`src/b64se_pkg.sv`:
```
package b64se_pkg;

  localparam int unsigned RunMax  = 6;
  localparam int unsigned RunCntW = 3;
  localparam int unsigned CfgIdxW = 1;
  localparam int unsigned CfgDatW = 8;

  localparam logic [CfgIdxW-1:0] CfgLineMode     = 1'b0;
  localparam logic [CfgIdxW-1:0] CfgGroupsPerLine = 1'b1;

  localparam logic         LineModeReset = 1'b1;
  localparam logic [7:0]   GroupsReset   = 8'd19;

  localparam logic [7:0] CharCr  = 8'd13;
  localparam logic [7:0] CharLf  = 8'd10;
  localparam logic [7:0] CharPad = 8'd61;

  typedef enum logic [2:0] {
    PhNone = 3'b001,
    PhOne  = 3'b010,
    PhTwo  = 3'b100
  } phase_e;

  typedef struct packed {
    logic [7:0] data_byte;
    logic       has_byte;
    logic       last;
  } in_t;

  typedef struct packed {
    logic [7:0] out_char;
    logic       last_of_run;
    logic       message_end;
  } out_t;

  typedef struct packed {
    logic [RunMax-1:0][7:0] chars;
    logic [RunCntW-1:0]     cnt;
    logic                   msg_end;
  } run_t;

  function automatic logic [7:0] b64_sym(input logic [5:0] v);
    logic [7:0] c;
    c = 8'd0;
    case (v) inside
      [6'd0:6'd25]:  c = 8'd65 + {2'b00, v};
      [6'd26:6'd51]: c = 8'd71 + {2'b00, v};
      [6'd52:6'd61]: c = {2'b00, v} - 8'd4;
      6'd62:         c = 8'd43;
      default:       c = 8'd47;
    endcase
    return c;
  endfunction

endpackage

```
`src/b64se_encode.sv`:
```
module b64se_encode (
  input  logic            clk_i,
  input  logic            rst_ni,
  input  logic            accept_i,
  input  b64se_pkg::in_t  in_data_i,
  input  logic            line_mode_i,
  input  logic [7:0]      groups_per_line_i,
  output b64se_pkg::run_t run_o
);

  b64se_pkg::phase_e phase_q, phase_d;
  logic [3:0]        carry_q, carry_d;
  logic [7:0]        lgc_q, lgc_d;

  always_comb begin
    logic [b64se_pkg::RunMax-1:0][7:0] ch;
    logic [b64se_pkg::RunCntW-1:0]     n;
    logic [7:0]                        b;
    b = in_data_i.data_byte;
    ch = '0;
    n = '0;
    phase_d = phase_q;
    carry_d = carry_q;
    lgc_d = lgc_q;

    if (in_data_i.has_byte) begin
      case (phase_q)
        b64se_pkg::PhOne: begin
          ch[n] = b64se_pkg::b64_sym({carry_q[1:0], b[7:4]});
          n = n + 3'd1;
          carry_d = b[3:0];
          phase_d = b64se_pkg::PhTwo;
        end
        b64se_pkg::PhTwo: begin
          ch[n] = b64se_pkg::b64_sym({carry_q, b[7:6]});
          n = n + 3'd1;
          ch[n] = b64se_pkg::b64_sym(b[5:0]);
          n = n + 3'd1;
          carry_d = 4'd0;
          phase_d = b64se_pkg::PhNone;
          lgc_d = lgc_q + 8'd1;
          if (lgc_d == groups_per_line_i) begin
            lgc_d = 8'd0;
            if (line_mode_i) begin
              ch[n] = b64se_pkg::CharCr;
              n = n + 3'd1;
              ch[n] = b64se_pkg::CharLf;
              n = n + 3'd1;
            end
          end
        end
        default: begin
          ch[n] = b64se_pkg::b64_sym(b[7:2]);
          n = n + 3'd1;
          carry_d = {2'b00, b[1:0]};
          phase_d = b64se_pkg::PhOne;
        end
      endcase
    end

    if (in_data_i.last) begin
      case (phase_d)
        b64se_pkg::PhOne: begin
          ch[n] = b64se_pkg::b64_sym({carry_d[1:0], 4'd0});
          n = n + 3'd1;
          ch[n] = b64se_pkg::CharPad;
          n = n + 3'd1;
          ch[n] = b64se_pkg::CharPad;
          n = n + 3'd1;
        end
        b64se_pkg::PhTwo: begin
          ch[n] = b64se_pkg::b64_sym({carry_d, 2'd0});
          n = n + 3'd1;
          ch[n] = b64se_pkg::CharPad;
          n = n + 3'd1;
        end
        default: ;
      endcase
      // closing break, even straight after a line break
      if (line_mode_i) begin
        ch[n] = b64se_pkg::CharCr;
        n = n + 3'd1;
        ch[n] = b64se_pkg::CharLf;
        n = n + 3'd1;
      end
      phase_d = b64se_pkg::PhNone;
      carry_d = 4'd0;
      lgc_d = 8'd0;
    end

    run_o.chars = ch;
    run_o.cnt = n;
    run_o.msg_end = in_data_i.last;
  end

  always_ff @(posedge clk_i or negedge rst_ni) begin
    if (!rst_ni) begin
      phase_q <= b64se_pkg::PhNone;
      carry_q <= 4'd0;
      lgc_q <= 8'd0;
    end else if (accept_i) begin
      phase_q <= phase_d;
      carry_q <= carry_d;
      lgc_q <= lgc_d;
    end
  end

endmodule

```
`src/b64se_serial.sv`:
```
module b64se_serial (
  input  logic            clk_i,
  input  logic            rst_ni,
  input  logic            load_i,
  input  b64se_pkg::run_t run_i,
  input  logic            out_stall_i,
  output logic            out_valid_o,
  output b64se_pkg::out_t out_data_o,
  output logic            free_o
);

  logic [b64se_pkg::RunMax-1:0][7:0] chars_q;
  logic [b64se_pkg::RunCntW-1:0]     rem_q;
  logic                              end_q;
  logic                              pop;

  assign out_valid_o = (rem_q != '0);
  assign pop = out_valid_o && !out_stall_i;
  // take a new word once the run is empty or its final character leaves now
  assign free_o = (rem_q == '0) || ((rem_q == 3'd1) && pop);

  assign out_data_o.out_char = chars_q[0];
  assign out_data_o.last_of_run = (rem_q == 3'd1);
  assign out_data_o.message_end = (rem_q == 3'd1) && end_q;

  always_ff @(posedge clk_i) begin
    if (load_i) begin
      chars_q <= run_i.chars;
    end else if (pop) begin
      for (int i = 0; i < b64se_pkg::RunMax - 1; i++) begin
        chars_q[i] <= chars_q[i+1];
      end
      chars_q[b64se_pkg::RunMax-1] <= 8'd0;
    end
  end

  always_ff @(posedge clk_i or negedge rst_ni) begin
    if (!rst_ni) begin
      rem_q <= '0;
      end_q <= 1'b0;
    end else if (load_i) begin
      rem_q <= run_i.cnt;
      end_q <= run_i.msg_end;
    end else if (pop) begin
      rem_q <= rem_q - 3'd1;
    end
  end

endmodule

```
`src/base64_stream_encoder_unit.sv`:
```
// Channel  | Direction | Handshake              | Payload
// input    | in        | in_valid_i / in_stall_o | in_data_i  (byte, has_byte, last)
// output   | out       | out_valid_o / out_stall_i | out_data_o (char, run end, msg end)
// config   | in        | cfg_we_i               | cfg_idx_i, cfg_wdata_i
//
// One character leaves per cycle while the output is not stalled. An item yielding
// 1 to 6 characters is loaded as one run and stalls the input until its final
// character leaves; one yielding none loads nothing, so runs of one follow back to back.
// Reset clears phase, carry and line count and loads line mode 1, 19 groups/line.
// A stall on the output holds the current character and stalls the input while the
// buffered run has more than its final character left or that final character is held.
module base64_stream_encoder_unit (
  input  logic                              clk_i,
  input  logic                              rst_ni,
  input  logic                              in_valid_i,
  output logic                              in_stall_o,
  input  b64se_pkg::in_t                    in_data_i,
  output logic                              out_valid_o,
  input  logic                              out_stall_i,
  output b64se_pkg::out_t                   out_data_o,
  input  logic                              cfg_we_i,
  input  logic [b64se_pkg::CfgIdxW-1:0]     cfg_idx_i,
  input  logic [b64se_pkg::CfgDatW-1:0]     cfg_wdata_i
);

  logic            line_mode_q;
  logic [7:0]      groups_q;
  logic            accept;
  logic            free;
  b64se_pkg::run_t run;

  assign in_stall_o = !free;
  assign accept = in_valid_i && free;

  always_ff @(posedge clk_i or negedge rst_ni) begin
    if (!rst_ni) begin
      line_mode_q <= b64se_pkg::LineModeReset;
      groups_q <= b64se_pkg::GroupsReset;
    end else if (cfg_we_i) begin
      case (cfg_idx_i)
        b64se_pkg::CfgLineMode:      line_mode_q <= cfg_wdata_i[0];
        b64se_pkg::CfgGroupsPerLine: groups_q <= cfg_wdata_i;
        default: ;
      endcase
    end
  end

  b64se_encode u_encode (
    .clk_i             (clk_i),
    .rst_ni            (rst_ni),
    .accept_i          (accept),
    .in_data_i         (in_data_i),
    .line_mode_i       (line_mode_q),
    .groups_per_line_i (groups_q),
    .run_o             (run)
  );

  b64se_serial u_serial (
    .clk_i       (clk_i),
    .rst_ni      (rst_ni),
    .load_i      (accept && (run.cnt != '0)),
    .run_i       (run),
    .out_stall_i (out_stall_i),
    .out_valid_o (out_valid_o),
    .out_data_o  (out_data_o),
    .free_o      (free)
  );

endmodule

```
`config.mk`:
```
export PLATFORM = sky130hd
export DESIGN_NAME = base64_stream_encoder_unit
export DESIGN_NICKNAME = d
export VERILOG_FILES = /design/src/b64se_pkg.sv /design/src/b64se_encode.sv /design/src/b64se_serial.sv /design/src/base64_stream_encoder_unit.sv
export SDC_FILE = /design/constraint.sdc
export NUM_CORES = 1
export LEC_CHECK = 0
export ABC_AREA = 1
export ABC_CLOCK_PERIOD_IN_PS = 4400
export BUFFER_PORTS_ARGS = -buffer_cell sky130_fd_sc_hd__clkbuf_2
export CAP_MARGIN = 20
export CELL_PAD_IN_SITES_DETAIL_PLACEMENT = 0
export CELL_PAD_IN_SITES_GLOBAL_PLACEMENT = 1
export CORE_MARGIN = 3
export CORE_UTILIZATION = 41
export DETAILED_ROUTE_END_ITERATION = 10
export HOLD_SLACK_MARGIN = 0.1
export PLACE_DENSITY_LB_ADDON = 0.1
export SYNTH_ARGS = -nofsm -noshare
export SYNTH_HDL_FRONTEND = slang
export SYNTH_SLANG_ARGS = --single-unit
```
`constraint.sdc`:
```
create_clock -name clk_i -period 4.4 [get_ports clk_i]
set_input_delay 0.22 -clock clk_i [delete_from_list [all_inputs] [get_ports clk_i]]
set_output_delay 0.22 -clock clk_i [all_outputs]
set_load 0.02 [all_outputs]
```
**Yosys cells after proc, flatten, opt, wreduce, memory -nomap -nowiden**

Index checks and enable logic that the tools add are counted.

- Flip-flop bits (word level): 76
- Output and inout port bits: 12

- $add $sub $neg: 25
- Magnitude comparators: 46
- Equal/unequal tests: 10
- Multiplexer cells: 69
- Bitwise gates (word level): 15
- Reduce and logical (&&, ||, !) cells: 40

Operator list:

| operator | number |
|---|---|
| 2-to-1 mux 8 bit | 31 |
| 2-to-1 mux 48 bit | 5 |
| demux 8 bit (select 3 bit) | 5 |
| adder 7 x 6 -> 8 bit (first input constant) | 12 |
| bitwise mux 48 bit | 2 |
| case mux 48 bit (2 select lines) | 1 |
| bitwise OR 30 bit | 3 |
| <= comparator 6 bit (second input constant) | 12 |
| bitwise AND 18 bit | 3 |
| 2-to-1 mux 3 bit | 15 |
| subtractor 6 x 3 -> 7 bit (second input constant) | 6 |
| bitwise AND 36 bit | 1 |
| greater-or-equal comparator 6 x 1 -> 1 bit (second input constant) | 6 |
| greater-or-equal comparator 6 x 5 -> 1 bit (second input constant) | 6 |
| greater-or-equal comparator 6 bit (second input constant) | 6 |
| <= comparator 6 x 5 -> 1 bit (second input constant) | 6 |
| NOT 18 bit | 2 |
| NOT 36 bit | 1 |
| 2-to-1 mux 32 bit | 1 |
| bitwise AND 30 bit | 1 |
| NOT 30 bit | 1 |
| logical AND 1 bit | 28 |
| == test 6 bit (second input constant) | 4 |
| 2-to-1 mux 24 bit | 1 |
| other kinds (25) | 46 |

**Logic depth before layout (Yosys ltp)**

- Depth in word-level cells: 20
- Depth in mapped cells: 32
- Gate-level depth less buffers: 31

**By module**

A second synthesis with hierarchy kept.

- Cell total of the unflattened synthesis: 1151
- Area, all modules: 7571.0 µm²

Modules (own cells, without submodules):

| module | times used | cells each | area an instance (µm²) |
|---|---|---|---|
| b64se_encode | 1 | 863 | 4783.3 |
| b64se_serial | 1 | 241 | 2377.3 |
| base64_stream_encoder_unit | 1 | 47 | 410.4 |

**Worst setup path after synthesis**

OpenSTA, ideal clock, no wires.

- Path type: register to register
- From: reg u_encode.lgc_q[0]
- To: reg u_serial.chars_q[10] (netlist bit) (enable)
- Setup time: 0.385 ns
- Data arrival time: 4.133 ns
- Path slack: -0.119 ns
- Stages on the path, launching flop included: 26
- Period minus slack after synthesis: 4.519 ns
- Cells stage by stage: dfrtp_1 ha_1 xnor2_1 nand2_1 nor2_1 nand2_1 nor2_4 nand3_2 o21ai_1 inv_1 ha_1 inv_1 nor2_1 o31ai_1 nor2_2 inv_1 ha_1 inv_1 nand2_1 o2111ai_1 o21ai_1 nor2_1 nand3_1 nand2_2 buf_6 nand2_2

- Word-level cells in the longest chain between the ends: 17

RTL lines:

| what | line | source |
|---|---|---|
| start, declared | b64se_encode.sv:13 | `logic [7:0] lgc_q, lgc_d;` |
| start signal, assigned | b64se_encode.sv:104 | `lgc_q <= lgc_d;` |
| adder 8 x 1 -> 8 bit * | b64se_encode.sv:41 | `lgc_d = lgc_q + 8'd1;` |
| == test 8 bit * | b64se_encode.sv:42 | `if (lgc_d == groups_per_line_i) begin` |
| 2-to-1 mux 3 bit * | b64se_encode.sv:42 |  |
| 2-to-1 mux 3 bit * | b64se_encode.sv:27 | `case (phase_q)` |
| 2-to-1 mux 3 bit * | b64se_encode.sv:26 | `if (in_data_i.has_byte) begin` |
| adder 3 x 1 -> 3 bit | b64se_encode.sv:65, b64se_encode.sv:73 |  |
| adder 3 x 1 -> 3 bit | b64se_encode.sv:67, b64se_encode.sv:75 |  |
| adder 3 x 1 -> 3 bit | b64se_encode.sv:69 | `n = n + 3'd1;` |
| case mux 3 bit (2 select lines) | b64se_encode.sv:62 | `case (phase_d)` |
| 2-to-1 mux 3 bit | b64se_encode.sv:61 | `if (in_data_i.last) begin` |
| adder 3 x 1 -> 3 bit | b64se_encode.sv:82 | `n = n + 3'd1;` |
| adder 3 x 1 -> 3 bit | b64se_encode.sv:84 | `n = n + 3'd1;` |
| 2-to-1 mux 3 bit | b64se_encode.sv:80 | `if (line_mode_i) begin` |
| 2-to-1 mux 3 bit * | b64se_encode.sv:61 |  |
| nonzero test 3 bit * | base64_stream_encoder_unit.sv:61 | `.load_i (accept && (run.cnt != '0)),` |
| logical AND 1 bit * | base64_stream_encoder_unit.sv:61 |  |
| nonzero test 2 bit (no line) * | n/a |  |
| end signal, assigned | b64se_serial.sv:28 | `chars_q <= run_i.chars;` |
| end signal, assigned by index | b64se_serial.sv:31 | `chars_q[i] <= chars_q[i+1];` |
| end, declared | b64se_serial.sv:12 | `logic [b64se_pkg::RunMax-1:0][7:0] chars_q;` |

Every way passes the cells marked *; elsewhere a longest branch is shown, timed or not. The select of a mux whose other input is x is not followed.
A chain may end at the register's enable or synchronous reset.

**Final worst setup path**

- From: reg u_encode.lgc_q[1]
- To: reg u_serial.chars_q[43] (netlist bit) (data pin)

- Word-level cells in the longest chain between the ends: 19

RTL lines:

| what | line | source |
|---|---|---|
| adder 8 x 1 -> 8 bit * | b64se_encode.sv:41 |  |
| == test 8 bit * | b64se_encode.sv:42 |  |
| 2-to-1 mux 3 bit * | b64se_encode.sv:42 |  |
| 2-to-1 mux 3 bit * | b64se_encode.sv:27 |  |
| 2-to-1 mux 3 bit * | b64se_encode.sv:26 |  |
| adder 3 x 1 -> 3 bit (tied with other cells) | b64se_encode.sv:65, b64se_encode.sv:73 |  |
| adder 3 x 1 -> 3 bit (tied with other cells) | b64se_encode.sv:67, b64se_encode.sv:75 |  |
| adder 3 x 1 -> 3 bit (tied with other cells) | b64se_encode.sv:69 |  |
| [3 not listed] | n/a |  |
| < comparator 3 x 4 -> 1 bit (not written as such) (tied with other cells) | b64se_encode.sv:83 | `ch[n] = b64se_pkg::CharLf;` |
| logical AND 1 bit (not written as such) (tied with other cells) | b64se_encode.sv:83 |  |
| 2-to-1 mux 8 bit (not written as such) (tied with other cells) | b64se_encode.sv:83 |  |
| demux 8 bit (select 3 bit) or bitwise OR 18 bit (tied branches) | n/a |  |
| bitwise OR 12 bit (no line) | n/a |  |
| 2-to-1 mux 48 bit | b64se_encode.sv:80 |  |
| 2-to-1 mux 48 bit | b64se_encode.sv:61 |  |
| 2-to-1 mux 48 bit * | b64se_serial.sv:27 | `if (load_i) begin` |

Marks and branches as above.

==> results.json <==
{
  "outcome": "completed",
  "seq_area_mm2": 0.002148,
  "hold_start": "cfg_wdata_i[7]",
  "place_ws_ps": 33.09,
  "multiInputGateArea_mm2": 0.004140,
  "synth-seq-cells": 76,
  "layout_setup_ws_ps": 283.7,
  "antenna_found_initial": 0,
  "final_nets": 1123,
  "synthArstFlopShare_pct": 36.84,
  "cts_made_buffers": 9,
  "row_count": 46,
  "finalCritPeriodShare_pct": 93.55,
  "end_kind": "register",
  "dr.pass1.iters": 5,
  "dpl.hpwl_um": 15950,
  "reg2reg_slack_ps": 280,
  "synth_cells": 1015,
  "grt_pass1_wl_um": 33710,
  "nFillCells": 1704,
  "hold_class": "in -> reg",
  "clk_pin_slew_ps": 60,
  "cts_max_path_buffers": 2,
  "arrival_ps": 4200,
  "insertion_delay_ps": 350,
  "via_per_inst": 5.438,
  "whs_ps": 117.4,
  "layout_commonest_cell": "nand2_1",
  "hold_depth": 3,
  "drv_cap": 0,
  "place.gp.congestion": 0.9396,
  "antenna_cells": 0,
  "start_util_pct": 42.83,
  "synth_edf_count": 48,
  "drv_slew": 0,
  "reg2reg_to": "u_serial.chars_q[43]",
  "placed_area_mm2": 0.007382,
  "crit_required_ps": 4490,
  "whs_endpoint": "groups_q[7]",
  "reg2reg_depth": 25,
  "yosysSeqAreaShare_pct": 30.90,
  "drive_gt1_share_pct": 13.38,
  "drc": 0,
  "start_kind": "register",
  "grt_max_degree": 42,
  "grt_util_all_layers_pct": 23.06,
  "worstPathMaxFanout": 8,
  "cts_max_level": 3,
  "setup_violations": 0,
  "synth.distinct_cells": 51,
  "hold_violations": 0,
  "slew_headroom_pct": 45.42,
  "drt-total-wl_um": 21250,
  "area_delta_synth_final_pct": 15.08,
  "yosys-top-cells-area": "edfxtp_1 (21%), nand2_1 (14%), dfrtp_1 (8.3%)",
  "fin_area_mm2": 0.008000,
  "synth_top_area_cell": "edfxtp_1",
  "synth_area_per_cell_um2": 6.849,
  "powerDensity_mw_per_mm2": 553.3,
  "ys_warn_count": 0,
  "period_needed_ps": 4116,
  "irDropWorstVdd_mv": 0.3828,
  "r2r-start": "u_encode.lgc_q[1]",
  "fin_skew_ps": 8.812,
  "dieArea_mm2": 0.01855,
  "max_freq_mhz": 242.9,
  "io-pin-count": 36,
  "drt_iter0_markers": 472,
  "cts_root_buffer": "clkbuf_16",
  "die_h_um": 136.2,
  "core_mm2": 0.01623,
  "grt_pass1_vias": 6618,
  "grt-ovfl-total": 0,
  "die_x_um": 136.2,
  "post_drt_wl_per_cell_um": 16.54,
  "tritoncts": "done",
  "io_buffers": 35,
  "synth_ff_type": "edfxtp_1",
  "vias": 6988,
  "worstMarginPinSlew_ps": 818.7,
  "crit_type": "reg -> reg",
  "syn_area_mm2": 0.006952,
  "cts_sinks": 76,
  "synth_top_area_share_pct": 20.73,
  "final_cell_mix": "nand2_1 (256), inv_1 (128), nor2_1 (82)",
  "p_leak_nw": 3.727,
  "antenna_left": 0
}
-- what timing repair did --
action,4_1_cts,5_1_grt
pin swaps,0,3
resized for setup,1,20
cloned,0,3
hold buffers,7,0
setup buffers,0,8
hold endpoints to repair,28,0
endpoints found under the setup margin,11,98
-- synthesized netlist by cell type, types with 11 or more instances --
master / n
nor3_1: 13
edfxtp_1: 48
xor2_1: 16
nor2_1: 85
a31oi_1: 12
o31ai_1: 11
o22ai_1: 26
nand2_1: 258
a21oi_1: 52
dfrtp_1: 23
nand3_1: 67
inv_1: 131
o211ai_1: 19
ha_1: 35
o21ai_0: 81
clkbuf_1: 18
-- power breakdown --
group	switching [mW]	leakage, nW	internal, mW
registers	0.161	0.821	1.18
logic	1.43	2.74	0.768
clock network	0.322	0.166	0.558
total	1.92	3.73	2.51
-- per-layer routing --
| metal | global-route usage [%] | part of all wire (%) | vias up |
|---|---|---|---|
| li1 | - | - | 3507 |
| met2 | 37.20 | 46 | 189 |
| met3 | 3.442 | 4.4 | 44 |
| met4 | 9.630 | 3.2 | 0 |
| met5 | 0 | 0 | - |
| met1 | 30.92 | 46 | 3248 |
-- layout make-up --
| cell class | count | share of cell area (%) |
|---|---|---|
| multi-input cells | 759 | 51.75 |
| flip-flops and latches | 76 | 26.85 |
| repair buffers | 73 | 6.850 |
| inverters | 145 | 6.803 |
| well taps | 216 | 3.378 |
| clock buffers | 9 | 2.815 |
| clock inverters | 7 | 1.548 |
-- state kept, by name, indices dropped and copies added (netlist names) --
| signal | flops |
|---|---|
| u_serial.chars_q | 40 |
| u_serial.rem_q | 3 |
| u_serial.out_data_o | 8 |
| u_encode.lgc_q | 8 |
| u_encode.carry_q | 4 |
| groups_q | 8 |
| line_mode_q | 1 |
| u_encode.phase_q | 3 |
| u_serial.end_q | 1 |
-- critical path: stages, from the launching register on --
cell and delay, ps:
dfrtp_1 400, ha_2 350, xnor2_1 110, nand2_1 80
nor2_1 110, nand2_1 100, nor2_4 140, nand3_2 120
o21ai_2 180, inv_2 80, ha_4 280, inv_2 50
nor2_2 140, o31ai_2 90, nor2_2 100, inv_1 100
ha_4 290, inv_2 50, o2111ai_1 210, o21ai_2 110
nor2_1 100, nand3_1 120, nand2_4 240, nor2_4 90
nand2_2 110, o21ai_0 90
-- worst max-delay path by stage --
stage / from / endpoint / cells past startpoint
2_1_floorplan: u_encode.lgc_q[0] / u_serial.chars_q[10] / 25
3_3_place_gp: u_encode.lgc_q[0] / u_serial.chars_q[31] / 24
3_5_place_dp: u_encode.lgc_q[1] / u_serial.chars_q[22] / 26
4_1_cts: u_encode.lgc_q[1] / u_serial.chars_q[16] / 26
5_1_grt: u_encode.lgc_q[1] / u_serial.chars_q[43] / 26
6_report: u_encode.lgc_q[1] / u_serial.chars_q[43] / 25
-- metrics by stage --
stage	instances	TNS [ps]	util (%)	power (mW)
3_5_place_dp	1251	0	45.48	3.406
2_1_floorplan	1016	0	-	2.863
3_3_place_gp	1251	0	45.48	3.402
5_1_grt	1285	-1045	49.29	4.773
4_1_cts	1274	0	48.10	4.316
6_report	1285	0	49.29	4.427
-- kinds of logic after synthesis --
group | share of synthesized area [%]
fa+ha+maj | 6.299
simple gates | 29.28
xor+xnor | 2.898
other cells | 0.05394
mux | 0.4679
flops | 30.90
buf+inv | 10.98
compound gates | 19.11
No activity file was read; power rests on OpenSTA's default activity.
